`src/rtl/core/fpcd_pkg.sv`:
```
package fpcd_pkg;

  // Fixed code: longest code word, size of the table
  localparam int unsigned MaxCodeLen = 7;
  localparam int unsigned NumCodes   = 15;
  localparam int unsigned ByteBits   = 8;

  localparam int unsigned PendW  = MaxCodeLen - 1;        // partial code bits kept
  localparam int unsigned LenW   = $clog2(MaxCodeLen + 1); // code length 0..7
  localparam int unsigned SkipW  = 4;                     // header byte counter
  localparam int unsigned SymW   = 8;
  localparam int unsigned SlotW  = $clog2(ByteBits);      // result slot index
  localparam int unsigned CntW   = $clog2(ByteBits + 1);  // result count 0..8

  typedef struct packed {
    logic [LenW-1:0]       len;
    logic [MaxCodeLen-1:0] code;
    logic [SymW-1:0]       ch;
  } code_entry_t;

  typedef struct packed {
    logic            hit;
    logic [SymW-1:0] ch;
  } code_match_t;

  // Code words, first received bit in the MSB of the used length
  localparam code_entry_t CODE_TABLE [NumCodes] = '{
    '{len: 3'd1, code: 7'd1,  ch: 8'h69},  // i
    '{len: 3'd2, code: 7'd0,  ch: 8'h2e},  // .
    '{len: 3'd4, code: 7'd7,  ch: 8'h6c},  // l
    '{len: 3'd5, code: 7'd9,  ch: 8'h31},  // 1
    '{len: 3'd6, code: 7'd22, ch: 8'h30},  // 0
    '{len: 3'd6, code: 7'd27, ch: 8'h32},  // 2
    '{len: 3'd6, code: 7'd24, ch: 8'h33},  // 3
    '{len: 3'd6, code: 7'd23, ch: 8'h34},  // 4
    '{len: 3'd6, code: 7'd21, ch: 8'h35},  // 5
    '{len: 3'd6, code: 7'd25, ch: 8'h36},  // 6
    '{len: 3'd6, code: 7'd20, ch: 8'h37},  // 7
    '{len: 3'd6, code: 7'd17, ch: 8'h38},  // 8
    '{len: 3'd6, code: 7'd26, ch: 8'h39},  // 9
    '{len: 3'd7, code: 7'd33, ch: 8'h20},  // space
    '{len: 3'd7, code: 7'd32, ch: 8'h49}   // I
  };

  localparam logic [SkipW-1:0] HeaderBytesRst = 4'd4;

  // Parallel compare against every table entry
  function automatic code_match_t fpcd_match(input logic [LenW-1:0]       len,
                                             input logic [MaxCodeLen-1:0] code);
    code_match_t m;
    m = '0;
    for (int k = 0; k < NumCodes; k++) begin
      if (CODE_TABLE[k].len == len && CODE_TABLE[k].code == code) begin
        m.hit = 1'b1;
        m.ch  = CODE_TABLE[k].ch;
      end
    end
    return m;
  endfunction

endpackage

```
`src/rtl/core/fixed_prefix_code_decoder_core.sv`:
```
// A byte accepted into the input register is decoded from it and moves into the
//   result buffer once that is free; its result beats are offered from there.
// Throughput: one byte per cycle while the output is ready and a byte gives at
//   most one result beat, else set by the single output beat per cycle (up to 8).
// Reset: asynchronous, active low; clears partial code, header counter and all
//   buffered beats, and loads header_bytes with 4.
module fixed_prefix_code_decoder_core (
  input  logic                      clk_i,
  input  logic                      rst_ni,
  // configuration: header_bytes
  input  logic                      cfg_valid_i,
  output logic                      cfg_ready_o,
  input  logic [fpcd_pkg::SkipW-1:0] cfg_data_i,
  // encoded byte stream
  input  logic                      s_axis_tvalid,
  output logic                      s_axis_tready,
  input  logic [7:0]                s_axis_tdata,   // [7:0] in_byte
  input  logic                      s_axis_tuser,   // [0] frame_start
  input  logic                      s_axis_tlast,   // frame_end
  // decoded symbols
  output logic                      m_axis_tvalid,
  input  logic                      m_axis_tready,
  output logic [7:0]                m_axis_tdata,   // [7:0] symbol
  output logic                      m_axis_tuser,   // [0] error
  output logic                      m_axis_tlast    // last beat for this byte
);
  import fpcd_pkg::*;

  // ---------------------------------------------------------------------------
  // Configuration register, always ready; write only while idle (unchecked)
  // ---------------------------------------------------------------------------
  logic [SkipW-1:0] header_q;

  assign cfg_ready_o = 1'b1;

  always_ff @(posedge clk_i or negedge rst_ni) begin
    if (!rst_ni) begin
      header_q <= HeaderBytesRst;
    end else if (cfg_valid_i) begin
      header_q <= cfg_data_i;
    end
  end

  // ---------------------------------------------------------------------------
  // Input register
  // ---------------------------------------------------------------------------
  logic                in_vld_q;
  logic [ByteBits-1:0] in_byte_q;
  logic                in_start_q;
  logic                in_end_q;
  logic                load;      // input beat moves into the result buffer
  logic                buf_free;

  assign s_axis_tready = !in_vld_q || load;

  always_ff @(posedge clk_i or negedge rst_ni) begin
    if (!rst_ni) begin
      in_vld_q <= 1'b0;
    end else if (s_axis_tready) begin
      in_vld_q <= s_axis_tvalid;
    end
  end

  always_ff @(posedge clk_i) begin
    if (s_axis_tvalid && s_axis_tready) begin
      in_byte_q  <= s_axis_tdata;
      in_start_q <= s_axis_tuser;
      in_end_q   <= s_axis_tlast;
    end
  end

  // ---------------------------------------------------------------------------
  // Decode: header bytes are skipped, other bytes take eight one-bit steps of the
  // prefix matcher, each a narrow compare against the 15-entry table.
  // ---------------------------------------------------------------------------
  logic [PendW-1:0]      pend_bits_q, pend_bits_d;
  logic [LenW-1:0]       pend_cnt_q,  pend_cnt_d;
  logic [SkipW-1:0]      skip_q,      skip_d;

  logic [PendW-1:0]      pb;
  logic [LenW-1:0]       pc;
  logic [SkipW-1:0]      sk;
  logic [LenW-1:0]       step_len;
  logic [MaxCodeLen-1:0] step_code;
  code_match_t           step_m;
  logic [CntW-1:0]       n_sym;
  logic [SymW-1:0]       new_sym [ByteBits];
  logic                  new_err;
  logic [CntW-1:0]       new_cnt;

  always_comb begin
    // a new frame drops any carried state before the byte is looked at
    pb        = in_start_q ? '0 : pend_bits_q;
    pc        = in_start_q ? '0 : pend_cnt_q;
    sk        = in_start_q ? '0 : skip_q;
    n_sym     = '0;
    new_err   = 1'b0;
    step_len  = '0;
    step_code = '0;
    step_m    = '0;
    for (int s = 0; s < ByteBits; s++) begin
      new_sym[s] = '0;
    end

    if (sk < header_q) begin
      sk = sk + SkipW'(1);
    end else begin
      for (int b = 0; b < ByteBits; b++) begin
        step_len  = pc + LenW'(1);
        step_code = {1'b0, pb} << 1 | MaxCodeLen'(in_byte_q[b]);
        step_m    = fpcd_match(step_len, step_code);
        if (step_m.hit) begin
          new_sym[n_sym[SlotW-1:0]] = step_m.ch;
          n_sym = n_sym + CntW'(1);
          pb    = '0;
          pc    = '0;
        end else if (step_len >= LenW'(MaxCodeLen)) begin
          // cannot happen with a complete code: drop the bits
          pb = '0;
          pc = '0;
        end else begin
          pb = step_code[PendW-1:0];
          pc = step_len;
        end
      end
    end

    // frame end: leftover bits give an error beat with symbol zero
    if (in_end_q) begin
      new_err = (pc != '0);
      pb      = '0;
      pc      = '0;
      sk      = '0;
    end

    new_cnt     = n_sym + CntW'(new_err);
    pend_bits_d = pb;
    pend_cnt_d  = pc;
    skip_d      = sk;
  end

  always_ff @(posedge clk_i or negedge rst_ni) begin
    if (!rst_ni) begin
      pend_bits_q <= '0;
      pend_cnt_q  <= '0;
      skip_q      <= '0;
    end else if (load) begin
      pend_bits_q <= pend_bits_d;
      pend_cnt_q  <= pend_cnt_d;
      skip_q      <= skip_d;
    end
  end

  // ---------------------------------------------------------------------------
  // Result buffer: up to 8 beats per byte, drained one per cycle while ready.
  // The error beat, when present, is the last beat of the byte.
  // ---------------------------------------------------------------------------
  logic [SymW-1:0]  res_sym_q [ByteBits];
  logic             res_err_q;
  logic [CntW-1:0]  cnt_q, cnt_d;
  logic [SlotW-1:0] rd_q,  rd_d;
  logic             pop;

  assign pop      = m_axis_tvalid && m_axis_tready;
  assign buf_free = (cnt_q == '0) || (cnt_q == CntW'(1) && m_axis_tready);
  assign load     = in_vld_q && buf_free;

  always_comb begin
    cnt_d = cnt_q;
    rd_d  = rd_q;
    if (load) begin
      cnt_d = new_cnt;
      rd_d  = '0;
    end else if (pop) begin
      cnt_d = cnt_q - CntW'(1);
      rd_d  = rd_q + SlotW'(1);
    end
  end

  always_ff @(posedge clk_i or negedge rst_ni) begin
    if (!rst_ni) begin
      cnt_q <= '0;
      rd_q  <= '0;
    end else begin
      cnt_q <= cnt_d;
      rd_q  <= rd_d;
    end
  end

  always_ff @(posedge clk_i) begin
    if (load) begin
      res_sym_q <= new_sym;
      res_err_q <= new_err;
    end
  end

  assign m_axis_tvalid = (cnt_q != '0);
  assign m_axis_tlast  = (cnt_q == CntW'(1));
  assign m_axis_tdata  = res_sym_q[rd_q];
  assign m_axis_tuser  = res_err_q && m_axis_tlast;

  // ---------------------------------------------------------------------------
  // Assertions
  // ---------------------------------------------------------------------------
  a_cnt_range : assert property (@(posedge clk_i) disable iff (!rst_ni)
    cnt_q <= CntW'(ByteBits))
    else $error("result count above eight");

  a_pend_range : assert property (@(posedge clk_i) disable iff (!rst_ni)
    pend_cnt_q < LenW'(MaxCodeLen))
    else $error("partial code longer than six bits");

  a_err_last : assert property (@(posedge clk_i) disable iff (!rst_ni)
    m_axis_tvalid && m_axis_tuser |-> m_axis_tlast && m_axis_tdata == '0)
    else $error("error beat not final or symbol nonzero");

  a_no_overrun : assert property (@(posedge clk_i) disable iff (!rst_ni)
    in_vld_q && !load |-> !s_axis_tready)
    else $error("input register overwritten while held");

  a_load_empty : assert property (@(posedge clk_i) disable iff (!rst_ni)
    load && m_axis_tvalid |-> m_axis_tready && m_axis_tlast)
    else $error("buffer reloaded before its beats were taken");

endmodule

```
`config.mk`:
```
export PLATFORM = sky130hd
export DESIGN_NAME = fixed_prefix_code_decoder_core
export DESIGN_NICKNAME = d
export VERILOG_FILES = /design/src/rtl/core/fpcd_pkg.sv /design/src/rtl/core/fixed_prefix_code_decoder_core.sv
export SDC_FILE = /design/constraint.sdc
export NUM_CORES = 1
export LEC_CHECK = 0
export BUFFER_PORTS_ARGS = -buffer_cell sky130_fd_sc_hd__buf_2
export CORE_MARGIN = 2
export CORE_UTILIZATION = 58
export DETAILED_ROUTE_END_ITERATION = 8
export PLACE_DENSITY = 0.8
export SYNTH_ARGS = -nofsm -noshare
export SYNTH_HDL_FRONTEND = slang
export SYNTH_SLANG_ARGS = --single-unit
```
`constraint.sdc`:
```
create_clock -name clk_i -period 17.68 [get_ports clk_i]
set_clock_uncertainty 0.2 [all_clocks]
set_input_delay 5.304 -clock clk_i [delete_from_list [all_inputs] [get_ports clk_i]]
set_output_delay 5.304 -clock clk_i [all_outputs]
set_load 0.02 [all_outputs]
```
-- Word-level counts from Yosys, hierarchy flattened
Cells that the tools add are included.
- add/subtract/negate cells: 19
- magnitude comparators: 24
- equal/unequal tests: 161
- multiplexer cells: 243
- bitwise logic cells: 16
- reductions and logical operators: 147
- operator list (cell ; count):
    9-bit 2-to-1 mux ; 128
    64-bit 2-to-1 mux ; 13
    5-bit by 7-bit == test with 1-bit output (first input constant) ; 72
    64-bit bitwise mux ; 7
    8-bit demux with 3-bit select ; 7
    6-bit 2-to-1 mux ; 26
    1-bit logical AND ; 132
    6-bit by 7-bit == test with 1-bit output (first input constant) ; 16
    3-bit == test (first input constant) ; 32
    8-bit 2-to-1 mux ; 11
    3-bit 2-to-1 mux ; 28
    4-bit 2-to-1 mux ; 20
    1-bit by 7-bit == test with 1-bit output (first input constant) ; 8
    3-bit by 7-bit == test with 1-bit output (first input constant) ; 8
    4-bit by 7-bit == test with 1-bit output (first input constant) ; 8
    7-bit logical NOT ; 8
    7-bit by 1-bit OR with 7-bit output ; 8
    4-bit by 1-bit adder with 4-bit output (second input constant) ; 8
    4-bit greater-or-equal comparator (second input constant) ; 8
    3-bit inverter with 4-bit output ; 8
    4-bit by 1-bit < comparator with 1-bit output (second input constant) ; 7
    3-bit by 1-bit adder with 3-bit output (second input constant) ; 9
    8-bit binary-select mux with 3-bit select ; 1
    1-bit by 3-bit == test with 1-bit output (first input constant) ; 8
    other kinds (13) ; 29
- register bits after elaboration: 100

-- Depth between registers and ports, before layout
Gate-level depths: netlist (run 1).
- depth in word-level cells: 173
- depth in mapped cells: 95

-- Least setup slack after synthesis (run 1)
Ideal clock, no wire load.
- path kind: register to register
- from: register in_start_q
- to: register cnt_q[3]
- setup time: 0.070 ns
- arrival: 16.414 ns
- data required time: 17.410 ns
- setup slack: 0.996 ns
- cell stages (with the launch flop): 82
- buffers on the path: 10
- cells stage by stage: edfxtp_1 buf_2 inv_1 nand2_1 ha_1 inv_1 a211oi_1 a31o_2 nor3b_4 buf_4 nand2_1 nor2_1 ha_1 inv_1 or4_1 a21oi_1 nor3_1 and4b_4 [46 not listed] nor2_1 ha_1 inv_1 nor2_1 and3_1 inv_1 a2111oi_0 a211oi_2 nand4_1 o22ai_1 o31a_1 ha_1 nand2_1 a31oi_1 a22oi_1 o311ai_0 a2111oi_0 nand3b_1
- word-level cells in the longest chain between the ends: 173
- elaborated cells between the ends (all ways): 516
- classes of those cells: 16 x add/sub; 9 x order compare; 160 x eq/ne; 194 x mux; 8 x bitwise; 129 x reduce/logical
- RTL lines (element ; line ; RTL):
    start: declaration ; fixed_prefix_code_decoder_core.sv:49 ; logic in_start_q;
    start signal: assignment ; fixed_prefix_code_decoder_core.sv:67 ; in_start_q <= s_axis_tuser;
    3-bit 2-to-1 mux or 6-bit 2-to-1 mux (tied branches) ; fixed_prefix_code_decoder_core.sv:94, fixed_prefix_code_decoder_core.sv:93 ;
    3-bit by 1-bit adder with 3-bit output or 7-bit by 1-bit OR with 7-bit output (tied branches) ; fixed_prefix_code_decoder_core.sv:109, fixed_prefix_code_decoder_core.sv:110 ;
    1-bit by 3-bit == test with 1-bit output or 1-bit by 7-bit == test with 1-bit output (tied branches) ; fpcd_pkg.sv:53 ; if (CODE_TABLE[k].len == len && CODE_TABLE[k].code == code) begin
    1-bit logical AND ; fpcd_pkg.sv:53 ;
    9-bit 2-to-1 mux (15 in a row) ; fpcd_pkg.sv:53 ;
    9-bit 2-to-1 mux ; fixed_prefix_code_decoder_core.sv:105 ; if (sk < header_q) begin
    3-bit 2-to-1 mux or 6-bit 2-to-1 mux (tied branches) ; fixed_prefix_code_decoder_core.sv:112 ; if (step_m.hit) begin
    3-bit 2-to-1 mux or 6-bit 2-to-1 mux (tied branches) ; fixed_prefix_code_decoder_core.sv:105 ;
    [144 not listed] ; - ;
    9-bit 2-to-1 mux ; fixed_prefix_code_decoder_core.sv:105 ;
    3-bit 2-to-1 mux ; fixed_prefix_code_decoder_core.sv:112 ;
    3-bit 2-to-1 mux (*) ; fixed_prefix_code_decoder_core.sv:105 ;
    3-bit nonzero test (*) ; fixed_prefix_code_decoder_core.sv:130 ; new_err = (pc != '0);
    1-bit 2-to-1 mux (*) ; fixed_prefix_code_decoder_core.sv:129 ; if (in_end_q) begin
    net new_err ; fixed_prefix_code_decoder_core.sv:88 ; logic new_err;
    4-bit by 1-bit adder with 4-bit output (*) ; fixed_prefix_code_decoder_core.sv:136 ; new_cnt = n_sym + CntW'(new_err);
    4-bit 2-to-1 mux (*) ; fixed_prefix_code_decoder_core.sv:171 ; if (load) begin
    end signal: assignment ; fixed_prefix_code_decoder_core.sv:185 ; cnt_q <= cnt_d;
    end: declaration ; fixed_prefix_code_decoder_core.sv:160 ; logic [CntW-1:0] cnt_q, cnt_d;
The timed path passes the listed nets; every way through them passes the cells marked *. The select of a mux whose other input is x is not followed.
A chain may end at the register's enable or synchronous reset.

-- Final worst setup path (run 1)
- from: register in_start_q
- to: register cnt_q[3]
- word-level cells in the longest chain between the ends: 173
- elaborated cells between the ends (all ways): 516
- classes of those cells: 16 x add/sub; 9 x order compare; 160 x eq/ne; 194 x mux; 8 x bitwise; 129 x reduce/logical
- RTL lines (element ; line):
    3-bit 2-to-1 mux or 6-bit 2-to-1 mux (tied branches) ; fixed_prefix_code_decoder_core.sv:94, fixed_prefix_code_decoder_core.sv:93
    3-bit by 1-bit adder with 3-bit output or 7-bit by 1-bit OR with 7-bit output (tied branches) ; fixed_prefix_code_decoder_core.sv:109, fixed_prefix_code_decoder_core.sv:110
    1-bit by 3-bit == test with 1-bit output or 1-bit by 7-bit == test with 1-bit output (tied branches) ; fpcd_pkg.sv:53
    1-bit logical AND ; fpcd_pkg.sv:53
    9-bit 2-to-1 mux (15 in a row) ; fpcd_pkg.sv:53
    9-bit 2-to-1 mux ; fixed_prefix_code_decoder_core.sv:105
    3-bit 2-to-1 mux or 6-bit 2-to-1 mux (tied branches) ; fixed_prefix_code_decoder_core.sv:112
    3-bit 2-to-1 mux or 6-bit 2-to-1 mux (tied branches) ; fixed_prefix_code_decoder_core.sv:105
    [129 not listed] ; -
    9-bit 2-to-1 mux (15 in a row) ; fpcd_pkg.sv:53
    9-bit 2-to-1 mux ; fixed_prefix_code_decoder_core.sv:105
    3-bit 2-to-1 mux ; fixed_prefix_code_decoder_core.sv:112
    3-bit 2-to-1 mux ; fixed_prefix_code_decoder_core.sv:105
    3-bit nonzero test ; fixed_prefix_code_decoder_core.sv:130
    1-bit 2-to-1 mux ; fixed_prefix_code_decoder_core.sv:129
    4-bit by 1-bit adder with 4-bit output (*) ; fixed_prefix_code_decoder_core.sv:136
    4-bit 2-to-1 mux (*) ; fixed_prefix_code_decoder_core.sv:171
Every way passes the cells marked *; elsewhere a longest branch is shown, timed or not. The select of a mux whose other input is x is not followed.

==> results of run 1 <==
[state kept, by name, summed over array words and instances, names as in the netlist, 3 cells and up]
signal,flops
res_sym_q,56
cnt_q,4
header_q,4
skip_q,4
pend_bits_q,6
pend_cnt_q,3
rd_q,3
in_byte_q,8
[layout make-up]
type                            instances  area, sq um  share of cell area, %
Multi-Input combinational cell       1361         8970                   68.6
Timing Repair Buffer                   93          626                   4.78
Clock inverter                          7         67.6                  0.516
Clock buffer                            9          225                   1.72
Sequential cell                        92         2640                   20.2
Inverter                               58          218                   1.66
Tap cell                              270          338                   2.58
[Yosys cell counts (all sizes together) (8+ instances only)]
library cell / count
nand2b: 45
nand3: 69
mux4: 14
dfrtp: 24
o211ai: 43
nor2: 201
or4: 10
clkbuf: 63
mux2i: 21
nor4: 19
xor2: 12
a21oi: 115
and2: 22
o211a: 8
nor2b: 19
inv: 55
xnor2: 13
nand4: 23
or2: 18
nand3b: 8
edfxtp: 67
o22ai: 12
buf: 34
o31ai: 16
a211oi: 45
or3: 13
o41ai: 8
a31oi: 18
a21o: 15
nand2: 172
mux2: 23
ha: 50
o21ai: 115
nor3b: 9
and3: 29
nor3: 46
[kinds of logic after synthesis]
group           after synthesis  share of synthesized area, %
compound gates              499                          28.9
other cells                   2                        0.0617
mux                          58                          6.55
flops                        92                          21.7
buf+inv                     155                          5.47
fa+ha+maj                    51                          5.31
simple gates                726                          30.2
xor+xnor                     25                          1.80
[what timing repair did]
| item | CTS | global route |
|---|---|---|
| hold buffers | 0 | 0 |
| buffers inserted | 0 | 16 |
| hold endpoints to repair | 0 | 0 |
| endpoints found under the setup margin | 1 | 63 |
| resized for setup | 1 | 23 |
| pin swaps | 0 | 4 |
[layer usage]
layer	GRT usage, %	up-vias	wire length, um
met5	0	-	0
met4	14.2	0	1990
met3	9.02	185	5720
met2	61.6	1044	19300
met1	57.0	6245	18700
li1	-	6058	-
[how the worst min path moves through the flow]
stage,from,to,slack (ns),cells after the start
floorplan,header_q[0],header_q[0],0.27,1
global placement,header_q[0],header_q[0],0.30,1
detailed placement,header_q[0],header_q[0],0.31,1
CTS,header_q[0],header_q[0],0.33,1
global route,header_q[0],header_q[0],0.36,1
finish,header_q[0],header_q[0],0.32,1
[worst max-delay path, delay by kind of cell (launching register included)]
| kind | cells | cell delay, ns |
|---|---|---|
| buf+inv | 12 | 1.60 |
| xor+xnor | 5 | 1.17 |
| simple gates | 32 | 6.91 |
| flops | 1 | 0.46 |
| compound gates | 18 | 4.07 |
| mux | 1 | 0.24 |
| fa+ha+maj | 9 | 2.12 |
[metrics by stage]
stage               instances  utilization [%]  area (sq um)  setup WS, ns  hold slack (ns)
detailed placement       1858             61.6         12600       -0.0317            0.309
global route             1890             64.1         13100        -0.100            0.356
floorplan                1608                -         12200         0.996            0.274
finish                   1890             64.1         13100         0.786            0.325
CTS                      1874             63.0         12900        0.0631            0.330
global placement         1858             61.6         12600         0.516            0.297
==> run metrics, run 1 <==
leading area contributor after synthesis edfxtp_1; CTS buffer count 9; vias per cell 7.16; first-pass GRT wire length 69500 um; worst setup path endpoint cnt_q[3]; ANT nets after route 0; drt pass-1 iters 7; largest cells by area after synthesis edfxtp_1 17%, nor2_1 6.1%, nand2_1 5.3%, ha_1 5.1%, dfrtp_1 4.9%; CP max stage delay 0.63 ns; Seq/Total Area, Yosys 21.7%; Primary FF master, synth edfxtp_1; vias 13.5k; clk sinks 92; syn_area_per_cell 7.57 sq um; Final Setup Violations 0; Req. time, crit path 17.76 ns; most common cell after layout, fill and taps aside nor2_1; total gr overflow 0; share of cells above drive strength 1 14.8%; Clk Latency, worst-skew pair 0.37 ns; total negative slack 0 ns; HPWL after DPL 35900 um; Yosys top cell area share 16.5%; wire per inst 24.2 um; synthesized area 12200 sq um; # fillers 1829; P&R area growth vs syn 7.55%; initial antenna violation count 0; clock tree buffer depth 2; die height 149 um; Tmin final 16.89 ns; Post-Syn Instances 1608; Slew @ Worst Pin 1.01 ns; cell mode on critical path inv_1; reg2reg setup slack 0.79 ns; Crit. Startpoint in_start_q; FMAX 0.0592 GHz; Core ar. 20400 sq um; most frequent cells in the layout 193 x nor2_1, 171 x nand2_1, 111 x a21oi_1; CTS tree yes; Initial Util 59.6%; Rel. slew slack 32.5%; kind of critical path register to register; DRC 0; Site Rows 52; status completed; Post-synth EDFFs 67; First DRT Iteration DRCs 2173; Yosys cell types 115; Worst-path clk slew 0.09 ns; Max Slew Vio Count 0; slowest CP cell or4_1; Final Hold Viols 0; pin count of the biggest net entering global routing 64; # IOs 32; kind of path behind the tightest hold check register to register; PortBufs 29; Ys Warns 0; Synth Register Bits 92; ys async rst share 27.2%; Data arrival, critical path 16.98 ns; Nets 1685; Root Buffer clkbuf_16; MaxCap Viol Count 0; H-Tree Depth 3; R2R cell count 77; Setup crit end kind register; Antenna Cells 0; Worst Path Max Fanout 14; final worst-path cycle share 95.6%; vias in the first global route 12.1k; total die area 22200 sq um; CP Launch Type register; GRT Overall Usage 40.5%; final WL 45700 um; synthesized net count 1678; Die W 149 um; Critical R2R Capture cnt_q[3]; Reg2Reg Launch Point in_start_q; RePlAce Congestion 1.09
Power of run 1 is left out: the tool's default activity adds up to more than one toggle a clock period on the data nets, which glitch-free logic cannot reach.
==> run 2, diff against run 1 <==
--- a/config.mk
+++ b/config.mk
@@ -10,6 +10,8 @@
 export CORE_UTILIZATION = 58
 export DETAILED_ROUTE_END_ITERATION = 8
 export PLACE_DENSITY = 0.8
+export REMOVE_ABC_BUFFERS = 1
+export SETUP_SLACK_MARGIN = 0.02
 export SYNTH_ARGS = -nofsm -noshare
 export SYNTH_HDL_FRONTEND = slang
 export SYNTH_SLANG_ARGS = --single-unit
==> run metrics, run 2 (synthesis results as in run 1) <==
Initial Util 59.6%; kind of path behind the tightest hold check register to register; hold slack 0.326 ns; Setup crit end kind register; Worst Path Max Fanout 14; drt pass-1 iters 6; R2R cell count 75; pin count of the biggest net entering global routing 64; ANT nets after route 0; Core ar. 20400 sq um; Largest regs res_sym_q (56), in_byte_q (8), pend_bits_q (6); CTS tree yes; Hold Path Origin header_q[2]; clock tree buffer depth 2; Reg2Reg Launch Point pend_bits_q[3]; Final Hold Viols 0; max reg flops 56; Critical R2R Capture cnt_q[3]; FMAX 0.0591 GHz; Clk Latency, worst-skew pair 0.38 ns; vias per cell 7.17; Site Rows 52; share of cells above drive strength 1 15.0%; RePlAce Congestion 1.06; final WL 45800 um; status completed; Reg with most FFs res_sym_q; Max Slew Vio Count 0; vias 13.5k; # IOs 32; final worst-path cycle share 95.7%; MaxCap Viol Count 0; Antenna Cells 0; Data arrival, critical path 16.97 ns; Req. time, crit path 17.72 ns; post-route cell area 13100 sq um; Root Buffer clkbuf_16; First DRT Iteration DRCs 1682; slowest CP cell dfrtp_1; kind of critical path register to register; vias in the first global route 12.3k; Multi-input gate area 9040 sq um; first-pass GRT wire length 71000 um; most common cell after layout, fill and taps aside nor2_1; total gr overflow 0; Rel. slew slack 30.0%; CTS buffer count 9; HPWL after DPL 35200 um; # fillers 1833; GRT Overall Usage 41.0%; Worst-path clk slew 0.09 ns; die height 149 um; Final Setup Violations 0; total die area 22200 sq um; CP Launch Type register; DRC 0; wire per inst 24.3 um; CP max stage delay 0.56 ns; reg2reg setup slack 0.75 ns; clk sinks 92; FF+latch area 2640 sq um; PortBufs 29; Post-DP Area 12500 sq um; Nets 1678; hold endpoint header_q[2]; Tmin final 16.93 ns; P&R area growth vs syn 7.77%; H-Tree Depth 3; initial antenna violation count 0; Die W 149 um; most frequent cells in the layout 191 x nor2_1, 170 x nand2_1, 112 x a21oi_1; Slew @ Worst Pin 1.05 ns; Min-Delay Path Depth 2
==> run 2: metal layers <==
metal / routed length, um / track usage (%)
met5: 0 / 0
met4: 2130 / 17.5
met3: 4580 / 6.15
met2: 20600 / 64.5
met1: 18500 / 56.4
==> run 2: timing repair <==
| item | CTS | global route |
|---|---|---|
| buffers inserted | 4 | 11 |
| gates cloned | 0 | 0 |
| hold buffers | 0 | 0 |
| pin swaps | 2 | 7 |
| resized for setup | 3 | 32 |
| setup endpoints to repair | 3 | 69 |
==> run 2: final cells by class <==
class | instances | share of cell area, %
clock buffer | 9 | 1.72
clock inverter | 7 | 0.658
inverter | 58 | 1.66
multi-input combinational | 1361 | 68.9
sequential | 92 | 20.1
tap | 270 | 2.58
timing repair buffer | 86 | 4.37
==> run 2: how the worst max path moves through the flow <==
stage / start / endpoint / slack (ns)
floorplan: in_start_q / cnt_q[3] / 0.46
global placement: in_start_q / cnt_q[3] / 0.22
detailed placement: in_start_q / cnt_q[3] / -0.47
CTS: in_start_q / cnt_q[3] / 0.07
global route: pend_cnt_q[0] / cnt_q[3] / -0.02
finish: pend_bits_q[3] / cnt_q[3] / 0.75
==> run 2: metrics by stage <==
step | utilization, % | TNS [ns] | setup WS, ns | cells
2_1_floorplan | - | 0 | 0.456 | 1511
3_3_place_gp | 61.3 | 0 | 0.222 | 1852
3_5_place_dp | 61.3 | -0.488 | -0.466 | 1852
4_1_cts | 63.1 | 0 | 0.0659 | 1872
5_1_grt | 64.2 | -0.0156 | -0.0156 | 1883
6_report | 64.2 | 0 | 0.752 | 1883
==> run 2: critical path, delay by kind of cell (launching register included) <==
family                     cells  cell delay, ns
DFF                            1            0.56
and+or+nand+nor               31            6.33
AOI/OAI and AO/OA             23            5.50
xor gates and xnor gates       3            0.70
adders and majority gates      8            1.96
buffers and inverters         10            1.49
Power of run 2 is left out for the same reason.
==> run 3, diff against run 2 <==
--- a/config.mk
+++ b/config.mk
@@ -9,9 +9,11 @@
 export CORE_MARGIN = 2
 export CORE_UTILIZATION = 58
 export DETAILED_ROUTE_END_ITERATION = 8
-export PLACE_DENSITY = 0.8
+export MAX_ROUTING_LAYER = met4
+export PLACE_DENSITY = 0.78
 export REMOVE_ABC_BUFFERS = 1
 export SETUP_SLACK_MARGIN = 0.02
+export SLEW_MARGIN = 30
 export SYNTH_ARGS = -nofsm -noshare
 export SYNTH_HDL_FRONTEND = slang
 export SYNTH_SLANG_ARGS = --single-unit
==> run metrics, run 3 (synthesis results as in run 1) <==
HPWL after DPL 34700 um; P&R area growth vs syn 8.33%; kind of path behind the tightest hold check register to register; vias in the first global route 12.2k; wire per inst 24.2 um; CP Launch Type register; Largest regs res_sym_q (56), in_byte_q (8), pend_bits_q (6); Req. time, crit path 17.79 ns; total die area 22200 sq um; final setup margin 0.574 ns; Tmin final 17.11 ns; vias per cell 7.17; DRC 0; Data arrival, critical path 17.22 ns; kind of critical path register to register; Setup crit end kind register; final WL 45500 um; clk sinks 92; most frequent cells in the layout 188 x nor2_1, 171 x nand2_1, 111 x a21oi_1; hold slack 0.314 ns; ANT nets after route 0; PortBufs 29; cell mode on critical path ha_1; FMAX 0.0585 GHz; First DRT Iteration DRCs 1745; most common cell after layout, fill and taps aside nor2_1; Root Buffer clkbuf_16; Clk Latency, worst-skew pair 0.38 ns; Antenna Cells 0; pin count of the biggest net entering global routing 64; dpl ws -0.416 ns; # IOs 32; Final Setup Violations 0; Initial Util 59.6%; FF+latch area 2640 sq um; share of cells above drive strength 1 15.6%; final worst-path cycle share 96.8%; GRT Overall Usage 41.6%; Site Rows 52; max reg flops 56; Max Slew Vio Count 0; # fillers 1813; total gr overflow 0; initial antenna violation count 0; Worst-path clk slew 0.09 ns; status completed; Rel. slew slack 32.7%; total negative slack 0 ns; CP max stage delay 0.63 ns; die height 149 um; Slew @ Worst Pin 1.01 ns; Die W 149 um; CTS tree yes; Final Hold Viols 0; MaxCap Viol Count 0; post-route cell area 13200 sq um; RePlAce Congestion 1.13; H-Tree Depth 3; clock tree buffer depth 2; Worst Path Max Fanout 17; Post-DP Area 12500 sq um; Hold Buf Count CTS 0; drt pass-1 iters 6; vias 13.5k; slowest CP cell or4_1; Reg with most FFs res_sym_q; Nets 1675; Multi-input gate area 9130 sq um; Core ar. 20400 sq um; first-pass GRT wire length 69500 um; CTS buffer count 9
[run 3: cell types whose count changed in the layout (fill, tap and decap cells not counted), sizes merged]
cell and change:
buf -3, clkinv -1, inv +1
[run 3: through the flow]
stage	util (%)	std cells
after global routing	64.5	1880
after detailed placement	61.0	1843
after floorplan	-	1511
after global placement	61.0	1843
after CTS	62.8	1861
final	64.5	1880
[run 3: worst max-delay path, delay by kind of cell, from the launching register on]
kind / cells / cell delay, ns
AO/OA/AOI/OAI: 20 / 4.38
XOR/XNOR: 4 / 0.99
adder cells (fa/ha/maj): 9 / 2.04
buffers and inverters: 11 / 1.55
flip-flops: 1 / 0.47
multiplexers: 1 / 0.25
AND/OR/NAND/NOR: 35 / 7.14
[run 3: per-layer routing]
layer	wire length [um]	share of wire, %	global-route usage (%)
met1	17900	39	54.8
met2	20100	44	64.0
met3	5060	11	6.57
met4	2390	5.3	17.2
met5	0	0	-
[run 3: final cells by class]
cell class / instances / share of cell area, %
clock inverters: 7 / 0.617
well taps: 270 / 2.56
flip-flops and latches: 92 / 20.0
inverters: 58 / 1.65
multi-input cells: 1361 / 69.2
repair buffers: 83 / 4.20
clock buffers: 9 / 1.71
[run 3: final timing paths]
kind	start	endpoint	slack (ns)	cells past startpoint
max	in_start_q	cnt_q[3]	0.57	80
min	header_q[0]	header_q[0]	0.31	1
max reg2reg	in_start_q	cnt_q[3]	0.57	80
min reg2reg	header_q[0]	header_q[0]	0.31	1
max in group asynchronous	rst_ni	rd_q[0]	12.14	1
min in group asynchronous	rst_ni	cnt_q[3]	4.72	1
[run 3: what timing repair did]
item,in CTS,in global routing
gates resized for setup,10,39
buffers inserted,2,19
pin swaps,1,8
setup endpoints to repair,2,63
Power of run 3 is left out for the same reason.
